--- config.mk ---
export PLATFORM = sky130hd
export DESIGN_NAME = led_color_effect_engine_top
export DESIGN_NICKNAME = d
export VERILOG_FILES = /design/src/hw/rtl/lce_pkg.sv /design/src/hw/rtl/lce_ctrl.sv /design/src/hw/rtl/lce_datapath.sv /design/src/hw/rtl/led_color_effect_engine_top.sv
export SDC_FILE = /design/constraint.sdc
export NUM_CORES = 2
export LEC_CHECK = 0
export ABC_AREA = 1
export BUFFER_PORTS_ARGS = -buffer_cell sky130_fd_sc_hd__buf_2
export CORE_MARGIN = 2
export CORE_UTILIZATION = 50
export DETAILED_ROUTE_END_ITERATION = 10
export PLACE_DENSITY = 0.71
export SLEW_MARGIN = 10
export SYNTH_ARGS = -nofsm -noshare
export SYNTH_HDL_FRONTEND = slang
export SYNTH_SLANG_ARGS = --single-unit
--- constraint.sdc ---
create_clock -name clk -period 6.9 [get_ports clk]
set_clock_uncertainty 0.2 [all_clocks]
set_input_delay 1.38 -clock clk [delete_from_list [all_inputs] [get_ports clk]]
set_output_delay 1.38 -clock clk [all_outputs]
set_load 0.01 [all_outputs]
--- src/hw/rtl/lce_pkg.sv ---
`default_nettype none
// ----------------------------------------------------------------------------
// lce_pkg
// Shared types, constants and the brightness table of the LED color effect
// engine.
// ----------------------------------------------------------------------------
package lce_pkg;

  localparam int PHASE_STEPS = 256;
  localparam int PHASE_BITS  = $clog2(PHASE_STEPS);
  localparam int COLOR_BITS  = 8;
  localparam int DUR_BITS    = 16;
  localparam int RGB_BITS    = 3 * COLOR_BITS;
  // quotient bits of the shared divider: phase or one color component
  localparam int DIV_BITS    = (PHASE_BITS > COLOR_BITS) ? PHASE_BITS : COLOR_BITS;
  localparam int STEP_W      = $clog2(DIV_BITS + 1);

  typedef enum logic [1:0] {
    OP_TICK  = 2'd0,
    OP_SET   = 2'd1,
    OP_FADE  = 2'd2,
    OP_TRANS = 2'd3
  } op_t;

  typedef enum logic [1:0] {
    MODE_STATIC = 2'd0,
    MODE_FADE   = 2'd1,
    MODE_TRANS  = 2'd2
  } mode_t;

  typedef enum logic [1:0] {
    COMP_RED   = 2'd0,
    COMP_GREEN = 2'd1,
    COMP_BLUE  = 2'd2
  } comp_t;

  typedef enum logic [2:0] {
    ST_IDLE,
    ST_DECODE,
    ST_PROD,
    ST_LOAD,
    ST_DIV,
    ST_STORE,
    ST_SCALE,
    ST_EMIT
  } ctrl_state_t;

  typedef enum logic [3:0] {
    DP_NOP,
    DP_CAPTURE,
    DP_DECODE,
    DP_PROD,
    DP_LOAD,
    DP_DIV,
    DP_STORE,
    DP_SCALE,
    DP_EMIT
  } dp_op_t;

  typedef struct packed {
    dp_op_t op;
    comp_t  comp;
  } dp_cmd_t;

  typedef struct packed {
    op_t   op;
    mode_t mode;
    logic  tick_done;
    logic  out_busy;
  } dp_status_t;

  // brightness table, built at elaboration
  localparam longint unsigned Q30_ONE = 64'd1073741824;
  localparam longint unsigned PI_Q30  = 64'd3373259426;

  typedef logic [COLOR_BITS-1:0] bright_rom_t [0:PHASE_STEPS-1];

  function automatic longint cos_q30(input longint unsigned x);
    longint unsigned x2;
    longint unsigned term;
    longint          sum;
    x2   = (x * x) >> 30;
    term = Q30_ONE;
    sum  = longint'(Q30_ONE);
    // each term x^2n / (2n)! follows from the one before, signs alternate
    term = ((term * x2) >> 30) / 64'd2;
    sum  = sum - longint'(term);
    term = ((term * x2) >> 30) / 64'd12;
    sum  = sum + longint'(term);
    term = ((term * x2) >> 30) / 64'd30;
    sum  = sum - longint'(term);
    term = ((term * x2) >> 30) / 64'd56;
    sum  = sum + longint'(term);
    term = ((term * x2) >> 30) / 64'd90;
    sum  = sum - longint'(term);
    term = ((term * x2) >> 30) / 64'd132;
    sum  = sum + longint'(term);
    term = ((term * x2) >> 30) / 64'd182;
    sum  = sum - longint'(term);
    term = ((term * x2) >> 30) / 64'd240;
    sum  = sum + longint'(term);
    return sum;
  endfunction

  function automatic bright_rom_t build_rom();
    bright_rom_t     rom;
    longint unsigned m;
    longint unsigned x;
    longint          c;
    longint          b;
    longint unsigned v;
    for (int k = 0; k < PHASE_STEPS; k++) begin
      m = (2 * k <= PHASE_STEPS) ? longint'(k) : longint'(PHASE_STEPS - k);
      x = (2 * PI_Q30 * m) / PHASE_STEPS;
      if (2 * x > PI_Q30) begin
        c = -cos_q30(PI_Q30 - x);
      end else begin
        c = cos_q30(x);
      end
      b = (longint'(Q30_ONE) - c) / 2;
      if (b < 0) begin
        b = 0;
      end
      if (b > longint'(Q30_ONE)) begin
        b = longint'(Q30_ONE);
      end
      v = (longint'(b) * 255 + (64'd1 << 29)) >> 30;
      rom[k] = v[COLOR_BITS-1:0];
    end
    return rom;
  endfunction

  localparam bright_rom_t BRIGHT_ROM = build_rom();

endpackage
`default_nettype wire

--- src/hw/rtl/lce_ctrl.sv ---
`default_nettype none
// ----------------------------------------------------------------------------
// lce_ctrl
// Sequencer of the effect engine: takes one beat, walks the datapath through
// decode, products, division steps or scaling as needed and emits any result.
// ----------------------------------------------------------------------------
module lce_ctrl (
  input  wire logic               clk,
  input  wire logic               rst_n,
  input  wire logic               in_valid,
  output logic                    in_ready,
  input  wire lce_pkg::dp_status_t status,
  output lce_pkg::dp_cmd_t        cmd
);

  lce_pkg::ctrl_state_t         state_r, state_nxt;
  logic [lce_pkg::STEP_W-1:0]   step_r, step_nxt;
  lce_pkg::comp_t               comp_r, comp_nxt;

  always_ff @(posedge clk) begin
    if (!rst_n) begin
      state_r <= lce_pkg::ST_IDLE;
      step_r  <= '0;
      comp_r  <= lce_pkg::COMP_RED;
    end else begin
      state_r <= state_nxt;
      step_r  <= step_nxt;
      comp_r  <= comp_nxt;
    end
  end

  always_comb begin
    state_nxt = state_r;
    step_nxt  = step_r;
    comp_nxt  = comp_r;
    in_ready  = 1'b0;
    cmd.op    = lce_pkg::DP_NOP;
    cmd.comp  = comp_r;
    case (state_r)
      lce_pkg::ST_IDLE: begin
        in_ready = 1'b1;
        if (in_valid) begin
          cmd.op    = lce_pkg::DP_CAPTURE;
          state_nxt = lce_pkg::ST_DECODE;
        end
      end
      lce_pkg::ST_DECODE: begin
        cmd.op = lce_pkg::DP_DECODE;
        case (status.op)
          lce_pkg::OP_SET: state_nxt = lce_pkg::ST_EMIT;
          lce_pkg::OP_TICK: begin
            if (status.mode == lce_pkg::MODE_FADE) begin
              state_nxt = lce_pkg::ST_LOAD;
            end else if (status.mode == lce_pkg::MODE_TRANS) begin
              comp_nxt  = lce_pkg::COMP_RED;
              state_nxt = status.tick_done ? lce_pkg::ST_EMIT : lce_pkg::ST_PROD;
            end else begin
              state_nxt = lce_pkg::ST_IDLE;
            end
          end
          default: state_nxt = lce_pkg::ST_IDLE;
        endcase
      end
      lce_pkg::ST_PROD: begin
        cmd.op    = lce_pkg::DP_PROD;
        state_nxt = lce_pkg::ST_LOAD;
      end
      lce_pkg::ST_LOAD: begin
        cmd.op    = lce_pkg::DP_LOAD;
        step_nxt  = (status.mode == lce_pkg::MODE_FADE) ?
                    lce_pkg::STEP_W'(lce_pkg::PHASE_BITS) :
                    lce_pkg::STEP_W'(lce_pkg::COLOR_BITS);
        state_nxt = lce_pkg::ST_DIV;
      end
      lce_pkg::ST_DIV: begin
        cmd.op   = lce_pkg::DP_DIV;
        step_nxt = step_r - 1'b1;
        if (step_r == lce_pkg::STEP_W'(1)) begin
          state_nxt = lce_pkg::ST_STORE;
        end
      end
      lce_pkg::ST_STORE: begin
        cmd.op = lce_pkg::DP_STORE;
        if (status.mode == lce_pkg::MODE_FADE) begin
          state_nxt = lce_pkg::ST_SCALE;
        end else if (comp_r == lce_pkg::COMP_BLUE) begin
          state_nxt = lce_pkg::ST_EMIT;
        end else begin
          // advance to the next color component
          comp_nxt  = lce_pkg::comp_t'(comp_r + 2'd1);
          state_nxt = lce_pkg::ST_PROD;
        end
      end
      lce_pkg::ST_SCALE: begin
        cmd.op    = lce_pkg::DP_SCALE;
        state_nxt = lce_pkg::ST_EMIT;
      end
      lce_pkg::ST_EMIT: begin
        // hold until the output register is free
        if (!status.out_busy) begin
          cmd.op    = lce_pkg::DP_EMIT;
          state_nxt = lce_pkg::ST_IDLE;
        end
      end
      default: state_nxt = lce_pkg::ST_IDLE;
    endcase
  end

endmodule
`default_nettype wire

--- src/hw/rtl/lce_datapath.sv ---
`default_nettype none
// ----------------------------------------------------------------------------
// lce_datapath
// Effect state, elapsed counter, restoring divider, brightness scaling and
// the output register of the effect engine.
// ----------------------------------------------------------------------------
module lce_datapath (
  input  wire logic                              clk,
  input  wire logic                              rst_n,
  input  wire lce_pkg::dp_cmd_t                  cmd,
  output lce_pkg::dp_status_t                    status,
  input  wire lce_pkg::op_t                      in_op,
  input  wire logic [lce_pkg::RGB_BITS-1:0]      in_color,
  input  wire logic [lce_pkg::DUR_BITS-1:0]      in_dur,
  output logic                                   out_valid,
  input  wire logic                              out_ready,
  output logic [lce_pkg::RGB_BITS-1:0]           out_color
);

  localparam int CB = lce_pkg::COLOR_BITS;
  localparam int DB = lce_pkg::DUR_BITS;
  localparam int RB = lce_pkg::RGB_BITS;
  localparam int QW = lce_pkg::DIV_BITS;
  localparam int PB = lce_pkg::PHASE_BITS;

  function automatic logic [CB-1:0] get_comp(input logic [RB-1:0] color,
                                             input lce_pkg::comp_t comp);
    logic [CB-1:0] v;
    case (comp)
      lce_pkg::COMP_RED:   v = color[3*CB-1:2*CB];
      lce_pkg::COMP_GREEN: v = color[2*CB-1:CB];
      default:             v = color[CB-1:0];
    endcase
    return v;
  endfunction

  // floor(t * lvl / 255), exact for 16-bit products
  function automatic logic [CB-1:0] scale(input logic [CB-1:0] t,
                                          input logic [CB-1:0] lvl);
    logic [2*CB-1:0] p;
    logic [2*CB:0]   s;
    p = t * lvl;
    s = {1'b0, p} + {{(CB+1){1'b0}}, p[2*CB-1:CB]} + 1'b1;
    return s[2*CB-1:CB];
  endfunction

  lce_pkg::op_t     op_r, op_nxt;
  logic [RB-1:0]    col_r, col_nxt;
  logic [DB-1:0]    dur_r, dur_nxt;
  lce_pkg::mode_t   mode_r, mode_nxt;
  logic [RB-1:0]    target_r, target_nxt;
  logic [RB-1:0]    start_r, start_nxt;
  logic [RB-1:0]    shown_r, shown_nxt;
  logic [DB-1:0]    len_r, len_nxt;
  logic [DB-1:0]    elapsed_r, elapsed_nxt;
  logic [RB-1:0]    res_r, res_nxt;
  logic [RB-1:0]    prod_a_r, prod_a_nxt;
  logic [RB-1:0]    prod_b_r, prod_b_nxt;
  logic [DB-1:0]    rem_r, rem_nxt;
  logic [QW-1:0]    lo_r, lo_nxt;
  logic [QW-1:0]    quo_r, quo_nxt;
  logic [CB-1:0]    level_r, level_nxt;
  logic [RB-1:0]    out_data_r, out_data_nxt;
  logic             out_valid_r, out_valid_nxt;

  logic [DB-1:0]    e_inc;
  logic             tick_done;
  logic [DB:0]      rem2;
  logic [DB:0]      rem_sub;
  logic             ge;
  logic [RB-1:0]    num;
  logic [PB-1:0]    phase;

  assign e_inc     = (elapsed_r == {DB{1'b1}}) ? elapsed_r : elapsed_r + 1'b1;
  assign tick_done = (e_inc >= len_r);

  assign rem2    = {rem_r, lo_r[QW-1]};
  assign rem_sub = rem2 - {1'b0, len_r};
  assign ge      = (rem2 >= {1'b0, len_r});
  assign num     = prod_a_r + prod_b_r;
  assign phase   = (len_r == '0) ? '0 : quo_r[PB-1:0];

  assign status.op        = op_r;
  assign status.mode      = mode_r;
  assign status.tick_done = tick_done;
  assign status.out_busy  = out_valid_r && !out_ready;

  assign out_valid = out_valid_r;
  assign out_color = out_data_r;

  always_ff @(posedge clk) begin
    if (!rst_n) begin
      mode_r      <= lce_pkg::MODE_STATIC;
      target_r    <= '0;
      start_r     <= '0;
      shown_r     <= '0;
      len_r       <= '0;
      elapsed_r   <= '0;
      out_valid_r <= 1'b0;
    end else begin
      mode_r      <= mode_nxt;
      target_r    <= target_nxt;
      start_r     <= start_nxt;
      shown_r     <= shown_nxt;
      len_r       <= len_nxt;
      elapsed_r   <= elapsed_nxt;
      out_valid_r <= out_valid_nxt;
    end
  end

  always_ff @(posedge clk) begin
    op_r       <= op_nxt;
    col_r      <= col_nxt;
    dur_r      <= dur_nxt;
    res_r      <= res_nxt;
    prod_a_r   <= prod_a_nxt;
    prod_b_r   <= prod_b_nxt;
    rem_r      <= rem_nxt;
    lo_r       <= lo_nxt;
    quo_r      <= quo_nxt;
    level_r    <= level_nxt;
    out_data_r <= out_data_nxt;
  end

  always_comb begin
    op_nxt        = op_r;
    col_nxt       = col_r;
    dur_nxt       = dur_r;
    mode_nxt      = mode_r;
    target_nxt    = target_r;
    start_nxt     = start_r;
    shown_nxt     = shown_r;
    len_nxt       = len_r;
    elapsed_nxt   = elapsed_r;
    res_nxt       = res_r;
    prod_a_nxt    = prod_a_r;
    prod_b_nxt    = prod_b_r;
    rem_nxt       = rem_r;
    lo_nxt        = lo_r;
    quo_nxt       = quo_r;
    level_nxt     = level_r;
    out_data_nxt  = out_data_r;
    out_valid_nxt = out_valid_r && !out_ready;
    case (cmd.op)
      lce_pkg::DP_CAPTURE: begin
        op_nxt  = in_op;
        col_nxt = in_color;
        dur_nxt = in_dur;
      end
      lce_pkg::DP_DECODE: begin
        case (op_r)
          lce_pkg::OP_SET: begin
            target_nxt = col_r;
            mode_nxt   = lce_pkg::MODE_STATIC;
            res_nxt    = col_r;
          end
          lce_pkg::OP_FADE: begin
            target_nxt  = col_r;
            len_nxt     = dur_r;
            elapsed_nxt = '0;
            mode_nxt    = lce_pkg::MODE_FADE;
          end
          lce_pkg::OP_TRANS: begin
            start_nxt   = shown_r;
            target_nxt  = col_r;
            len_nxt     = dur_r;
            elapsed_nxt = '0;
            mode_nxt    = lce_pkg::MODE_TRANS;
          end
          default: begin
            if (mode_r == lce_pkg::MODE_FADE) begin
              // restart the period once the length is reached
              elapsed_nxt = tick_done ? '0 : e_inc;
            end else if (mode_r == lce_pkg::MODE_TRANS) begin
              elapsed_nxt = e_inc;
              if (tick_done) begin
                mode_nxt = lce_pkg::MODE_STATIC;
                res_nxt  = target_r;
              end
            end
          end
        endcase
      end
      lce_pkg::DP_PROD: begin
        prod_a_nxt = get_comp(start_r, cmd.comp) * (len_r - elapsed_r);
        prod_b_nxt = get_comp(target_r, cmd.comp) * elapsed_r;
      end
      lce_pkg::DP_LOAD: begin
        quo_nxt = '0;
        if (mode_r == lce_pkg::MODE_FADE) begin
          rem_nxt = elapsed_r;
          lo_nxt  = '0;
        end else begin
          // upper part of the numerator is below the length
          rem_nxt = num[RB-1:CB];
          lo_nxt  = QW'(num[CB-1:0]) << (QW - CB);
        end
      end
      lce_pkg::DP_DIV: begin
        rem_nxt = ge ? rem_sub[DB-1:0] : rem2[DB-1:0];
        quo_nxt = {quo_r[QW-2:0], ge};
        lo_nxt  = lo_r << 1;
      end
      lce_pkg::DP_STORE: begin
        if (mode_r == lce_pkg::MODE_FADE) begin
          level_nxt = lce_pkg::BRIGHT_ROM[phase];
        end else begin
          case (cmd.comp)
            lce_pkg::COMP_RED:   res_nxt[3*CB-1:2*CB] = quo_r[CB-1:0];
            lce_pkg::COMP_GREEN: res_nxt[2*CB-1:CB]   = quo_r[CB-1:0];
            default:             res_nxt[CB-1:0]      = quo_r[CB-1:0];
          endcase
        end
      end
      lce_pkg::DP_SCALE: begin
        res_nxt = {scale(target_r[3*CB-1:2*CB], level_r),
                   scale(target_r[2*CB-1:CB], level_r),
                   scale(target_r[CB-1:0], level_r)};
      end
      lce_pkg::DP_EMIT: begin
        shown_nxt     = res_r;
        out_data_nxt  = res_r;
        out_valid_nxt = 1'b1;
      end
      default: ;
    endcase
  end

endmodule
`default_nettype wire

--- src/hw/rtl/led_color_effect_engine_top.sv ---
`default_nettype none
// ----------------------------------------------------------------------------
// led_color_effect_engine_top
// Breathing fade and linear crossfade generator for one color on all pixels.
// Set static, a fade tick and a transition tick give a result; other beats give
// none. A fade tick runs one division and a scaling step, a transition tick one
// division per color component; set static and the tick that ends a transition
// go straight to the output. One beat at a time: the next beat is taken once
// the last is done; a result waits while the output register is still full.
// Synchronous active-low reset: static mode, all colors black.
// ----------------------------------------------------------------------------
module led_color_effect_engine_top (
  input  wire logic        clk,
  input  wire logic        rst_n,
  input  wire logic        in_tvalid,
  output logic             in_tready,
  input  wire logic [39:0] in_tdata,   // red[7:0], green[15:8], blue[23:16], duration_ms[39:24]
  input  wire logic [1:0]  in_tuser,   // op[1:0]
  output logic             out_tvalid,
  input  wire logic        out_tready,
  output logic [23:0]      out_tdata   // red_out[7:0], green_out[15:8], blue_out[23:16]
);

  lce_pkg::dp_cmd_t               cmd;
  lce_pkg::dp_status_t            status;
  logic [lce_pkg::RGB_BITS-1:0]   in_color;
  logic [lce_pkg::RGB_BITS-1:0]   out_color;

  // internal color word keeps red in the top byte
  assign in_color = {in_tdata[7:0], in_tdata[15:8], in_tdata[23:16]};
  assign out_tdata = {out_color[7:0], out_color[15:8], out_color[23:16]};

  lce_ctrl u_ctrl (
    .clk      (clk),
    .rst_n    (rst_n),
    .in_valid (in_tvalid),
    .in_ready (in_tready),
    .status   (status),
    .cmd      (cmd)
  );

  lce_datapath u_datapath (
    .clk       (clk),
    .rst_n     (rst_n),
    .cmd       (cmd),
    .status    (status),
    .in_op     (lce_pkg::op_t'(in_tuser)),
    .in_color  (in_color),
    .in_dur    (in_tdata[39:24]),
    .out_valid (out_tvalid),
    .out_ready (out_tready),
    .out_color (out_color)
  );

endmodule
`default_nettype wire

## Yosys cells after proc, flatten, opt, wreduce, memory -nomap -nowiden

Memories as Yosys holds them, arrays and structs flattened. A register that Yosys moved wholly into a read port is not among the register bits.
Index checks and enable logic that the tools add are counted.

| operators by class | value |
|---|---|
| $lt $le $gt $ge | 2 |
| multiplexer cells | 51 |
| multipliers | 5 |
| reduce and logical (&&, ||, !) cells | 27 |
| bitwise logic cells | 2 |
| $add $sub $neg | 12 |
| equality and inequality tests | 41 |

Operators with widths:

| kind | count |
|---|---|
| two-way mux 16 bit | 6 |
| two-way mux 24 bit | 4 |
| one-hot mux 24 bit (3 select lines) | 1 |
| adder 16 x 1 -> 16 bit (second input constant) | 4 |
| one-hot mux 16 bit (2 select lines) | 2 |
| one-hot mux 8 bit (2 select lines) | 4 |
| two-way mux 8 bit | 7 |
| adder 16 x 8 -> 16 bit | 3 |
| multiplier 8 x 8 -> 16 bit | 3 |
| one-hot mux 24 bit (2 select lines) | 1 |
| one-hot mux 4 bit (8 select lines) | 1 |
| adder 24 bit | 1 |
| multiplier 8 x 16 -> 24 bit | 1 |
| multiplier 8 x 24 -> 24 bit | 1 |
| two-way mux 3 bit | 8 |
| one-hot mux 3 bit (8 select lines) | 1 |
| AND reduction 7 bit | 3 |
| != test 2 bit (second input constant) | 9 |
| >= comparator 17 x 16 -> 1 bit | 1 |
| subtractor 16 x 16 -> 17 bit | 1 |
| equality test 16 bit (second input constant) | 1 |
| equality test 4 x 3 -> 1 bit (second input constant) | 4 |
| >= comparator 16 bit | 1 |
| zero test 16 bit | 1 |
| 37 further kinds | 71 |

| word-level totals | value |
|---|---|
| bits of input ports | 46 |
| logic and storage cells | 163 |
| memories kept | 1 |
| flip-flop bits (word level) | 286 |
| bits in read-only memories | 2048 |
| output and inout port bits | 26 |

Memories:

| memory | words | bits a word | read ports | clocked after memory_dff | write ports | line | source |
|---|---|---|---|---|---|---|---|
| (no name shown) | 256 | 8 | 1 | 1 | 0 | lce_datapath.sv:206 | `level_nxt = lce_pkg::BRIGHT_ROM[phase];` |

## Logic depth before layout (Yosys ltp)

| depth | value |
|---|---|
| depth after elaboration | 8 |
| gate-level depth with buffers | 33 |

## By module

A second synthesis with hierarchy kept.

| second synthesis, totals | value |
|---|---|
| cells, all modules | 4581 |
| area, all modules | 33784.9 um^2 |

By module, submodules not included:

| module | area each (um^2) | instances | cells an instance |
|---|---|---|---|
| lce_datapath | 33125.5 | 1 | 4474 |
| lce_ctrl | 659.4 | 1 | 107 |

## Worst setup path after synthesis

No wires, ideal clock.

| timing path | value |
|---|---|
| path kind | input to register |
| start point | input port in_tvalid |
| end point | register u_datapath.col_r[0], enable pin |
| slack | 0.448 ns |
| library setup time | 0.546 ns |
| data required time | 6.154 ns |
| data arrival time | 5.706 ns |
| stages | 4 |
| path through | nand2_1 > nand2_1 > inv_1 > nor4_1 |

| between the ends | value |
|---|---|
| word-level cells in the longest chain between the ends | 3 |

Ends and longest elaborated chain:

| element | line | source |
|---|---|---|
| from (decl) | led_color_effect_engine_top.sv:15 | `input wire logic in_tvalid,` |
| two-way mux 1 bit | lce_ctrl.sv:42 | `if (in_valid) begin` |
| one-hot mux 4 bit (8 select lines) | lce_ctrl.sv:39 | `case (state_r)` |
| equality test 4 x 1 -> 1 bit | lce_datapath.sv:144 | `case (cmd.op)` |
| to (signal assigned) | lce_datapath.sv:113 | `col_r <= col_nxt;` |
| to (decl) | lce_datapath.sv:48 | `logic [RB-1:0] col_r, col_nxt;` |

No other way between the ends.
A chain may end at the register's enable or synchronous reset.

## Worst setup path in the final report

| timing path | value |
|---|---|
| start point | register u_datapath.len_r[0] |
| end point | register u_datapath.prod_a_r[23], data pin |

| between the ends | value |
|---|---|
| word-level cells in the longest chain between the ends | 2 |

Ends and longest elaborated chain:

| element | line | source |
|---|---|---|
| from (decl) | lce_datapath.sv:54 | `logic [DB-1:0] len_r, len_nxt;` |
| from (signal assigned) | lce_datapath.sv:105 | `len_r <= len_nxt;` |
| subtractor 16 x 16 -> 17 bit | lce_datapath.sv:185 | `prod_a_nxt = get_comp(start_r, cmd.comp) * (len_r - elapsed_r);` |
| multiplier 8 x 24 -> 24 bit | lce_datapath.sv:185 |  |
| to (signal assigned) | lce_datapath.sv:116 | `prod_a_r <= prod_a_nxt;` |
| to (decl) | lce_datapath.sv:57 | `logic [RB-1:0] prod_a_r, prod_a_nxt;` |

No other way between the ends.

==> flow_metrics.tcl <==
set metrics [dict create \
    rr_endpoint "u_datapath.prod_a_r[23]" \
    post-route-util_pct 54.9 \
    start_kind "register" \
    synth_top_flop_cell "edfxtp_1" \
    maxCapViolations 0 \
    wl_per_cell_um 18.0 \
    fin_area_um2 36200 \
    tightest_slew_ps 1090 \
    status "completed" \
    critPathLaunch "u_datapath.len_r[0]" \
    endpoint_kind "register" \
    crit_top_cell "inv_1" \
    dpl.hpwl_mm 78.7 \
    grt_pass1_wl_mm 157 \
    postRouteWirelength_mm 98.2 \
    die_w_um 263 \
    insertion_delay_ps 570 \
    grt-ovfl-total 0 \
    drt-pass1-iter-count 9 \
    synth_edf_count 178 \
    num_io_pins 72 \
    fmax_mhz 152 \
    cts_hold_buf 0 \
    cts-root-buf "clkbuf_16" \
    synth_top_area_share_pct 17.9 \
    post_dp_cell_area_um2 35000 \
    h-tree-depth 2 \
    ff2ff_setup_slack_ps 340 \
    drcViolationCount 0 \
    ys_types 61 \
    cts.clk_slew.worst_paths_ps 60 \
    hold_ws_ps 248 \
    synth_seq_area_share_pct 22.9 \
    finalSetupViolCount 0 \
    worstPathMaxFanout 7 \
    fin_crit_ps 6560 \
    crit_required_ps 7000 \
    syn_inst 4523 \
    yosys.area.top_type "fa_1" \
    fin_crit_sh_pct 95.1 \
    dieHeight_um 263 \
    r2r-start "u_datapath.len_r[0]" \
    tns_ps 0 \
    slew_viol_final 0 \
    cp.arrival_ps 6660 \
    gp_congestion 0.977 \
    num_antenna_cells 0 \
    antenna_found_initial 1 \
    hold_path_class "reg2reg" \
    start_util_pct 50.7 \
    grt_max_degree 93 \
    synthToLayoutAreaGrowth_pct 8.27 \
    syn_area_um2 33500 \
    numCtsBuffers 35 \
    grt_pass1_vias 29200 \
    hold_violations 0 \
    synth_area_leaders "fa_1 18%, edfxtp_1 16%, nand2_1 11%, ha_1 11%, inv_1 10%" \
    num_rows 94 \
    synthArstFlopShare_pct 0 \
    syn_area_per_cell_um2 7.40 \
    io_buffers 71 \
    ys_ff_latch 294 \
    crit_end "u_datapath.prod_a_r[23]" \
    nNetsFinal 5221 \
    slowest_stage "fa_1" \
    drtIter0Drc 3305 \
    cts_tree "yes" \
    rr_worst_depth 31 \
    routed_via_density 5.53 \
    synth-warning-count 0 \
    dieArea_um2 69000 \
    clock_sinks 294 \
    layout-drive-gt1-share_pct 6.58 \
    cts.path.max_buffers 3 \
    max_stage_delay_ps 590 \
    synthTopCellsByCount "1,007 x nand2_1, 894 x inv_1, 398 x nor2_1" \
    worstSetupPathType "reg2reg" \
    track_usage_pct 28.5 \
    ant_nets 0 \
    max_slew_margin_pct 27.4 \
    core_um2 66000 \
    synth_most_common_cell "nand2_1" \
    vias 30225 \
    synth_nets 5166 \
]
==> kinds of logic (layout without fill, tap and decap cells) <==
kind of cell | count (synthesis) | after routing | synth area share (%)
and+or+nand+nor | 1788 | 1788 | 22.1
buffers and inverters | 1063 | 1144 | 12.2
AOI/OAI and AO/OA | 667 | 667 | 10.7
adders and majority gates | 597 | 597 | 29.0
DFF | 294 | 294 | 22.9
xor gates and xnor gates | 114 | 114 | 3.05
==> state kept, by name, summed over array words and instances (netlist names), 16 cells and up <==
name and cells:
u_datapath.dur_r 16, u_datapath.shown_r 24, u_datapath.rem_r 16, u_datapath.len_r 16
u_datapath.out_color 24, u_datapath.col_r 24, u_datapath.prod_a_r 24, u_datapath.res_r 24
u_datapath.elapsed_r 16, u_datapath.target_r 24, u_datapath.start_r 24, u_datapath.prod_b_r 24
==> critical path: cells and delay by family (launching register included) <==
kind	cells	cell delay [ps]
fa+ha+maj	7	3000
compound gates	6	960
buf+inv	9	840
simple gates	7	620
flops	1	360
xor+xnor	2	290
==> layer usage <==
metal	GRT usage, %	part of all wire, %
met1	40.6	44
met2	43.6	43
met3	4.72	9.3
met4	10.5	3.9
met5	0	0.013
==> cell type report <==
cell class	instances	area, um2
multi-input cells	3166	21800
fillers	6315	29700
clock inverters	16	173
flip-flops and latches	294	7670
inverters	918	3450
repair buffers	163	1050
well taps	864	1080
clock buffers	47	972
==> through the flow <==
step	instances	setup slack, ps
3_3_place_gp	5404	237
6_report	5468	340
4_1_cts	5467	97.3
3_5_place_dp	5404	153
2_1_floorplan	4523	448
5_1_grt	5468	-30.9
==> worst min-delay path by stage <==
stage                              from                       to  slack, ps  cells after the start
floorplan           u_datapath.res_r[0]  u_datapath.out_color[0]        230                      0
global placement    u_datapath.res_r[5]  u_datapath.out_color[5]        240                      0
detailed placement  u_datapath.res_r[1]  u_datapath.out_color[1]        240                      0
CTS                 u_datapath.res_r[5]  u_datapath.out_color[5]        250                      0
global route        u_datapath.res_r[5]  u_datapath.out_color[5]        250                      0
finish              u_datapath.res_r[5]  u_datapath.out_color[5]        250                      0
==> cells in the final DEF, fill, tap and decap left out, drive strengths merged, types with 34 or more instances in the layout <==
master	instances
nor2	404
a21oi	301
nand2	1018
nor3	34
nand4	57
clkbuf	47
xor2	71
o21ai	265
xnor2	43
buf	163
inv	910
dfxtp	116
nand3	248
fa	300
ha	297
edfxtp	178
==> timing repair <==
action | in CTS | in global routing
setup buffers | 0 | 1
resized for setup | 0 | 25
setup endpoints to repair | 0 | 8
Power is not shown: default switching activity piles up to over one toggle a cycle in this logic, so the estimate is an artifact.
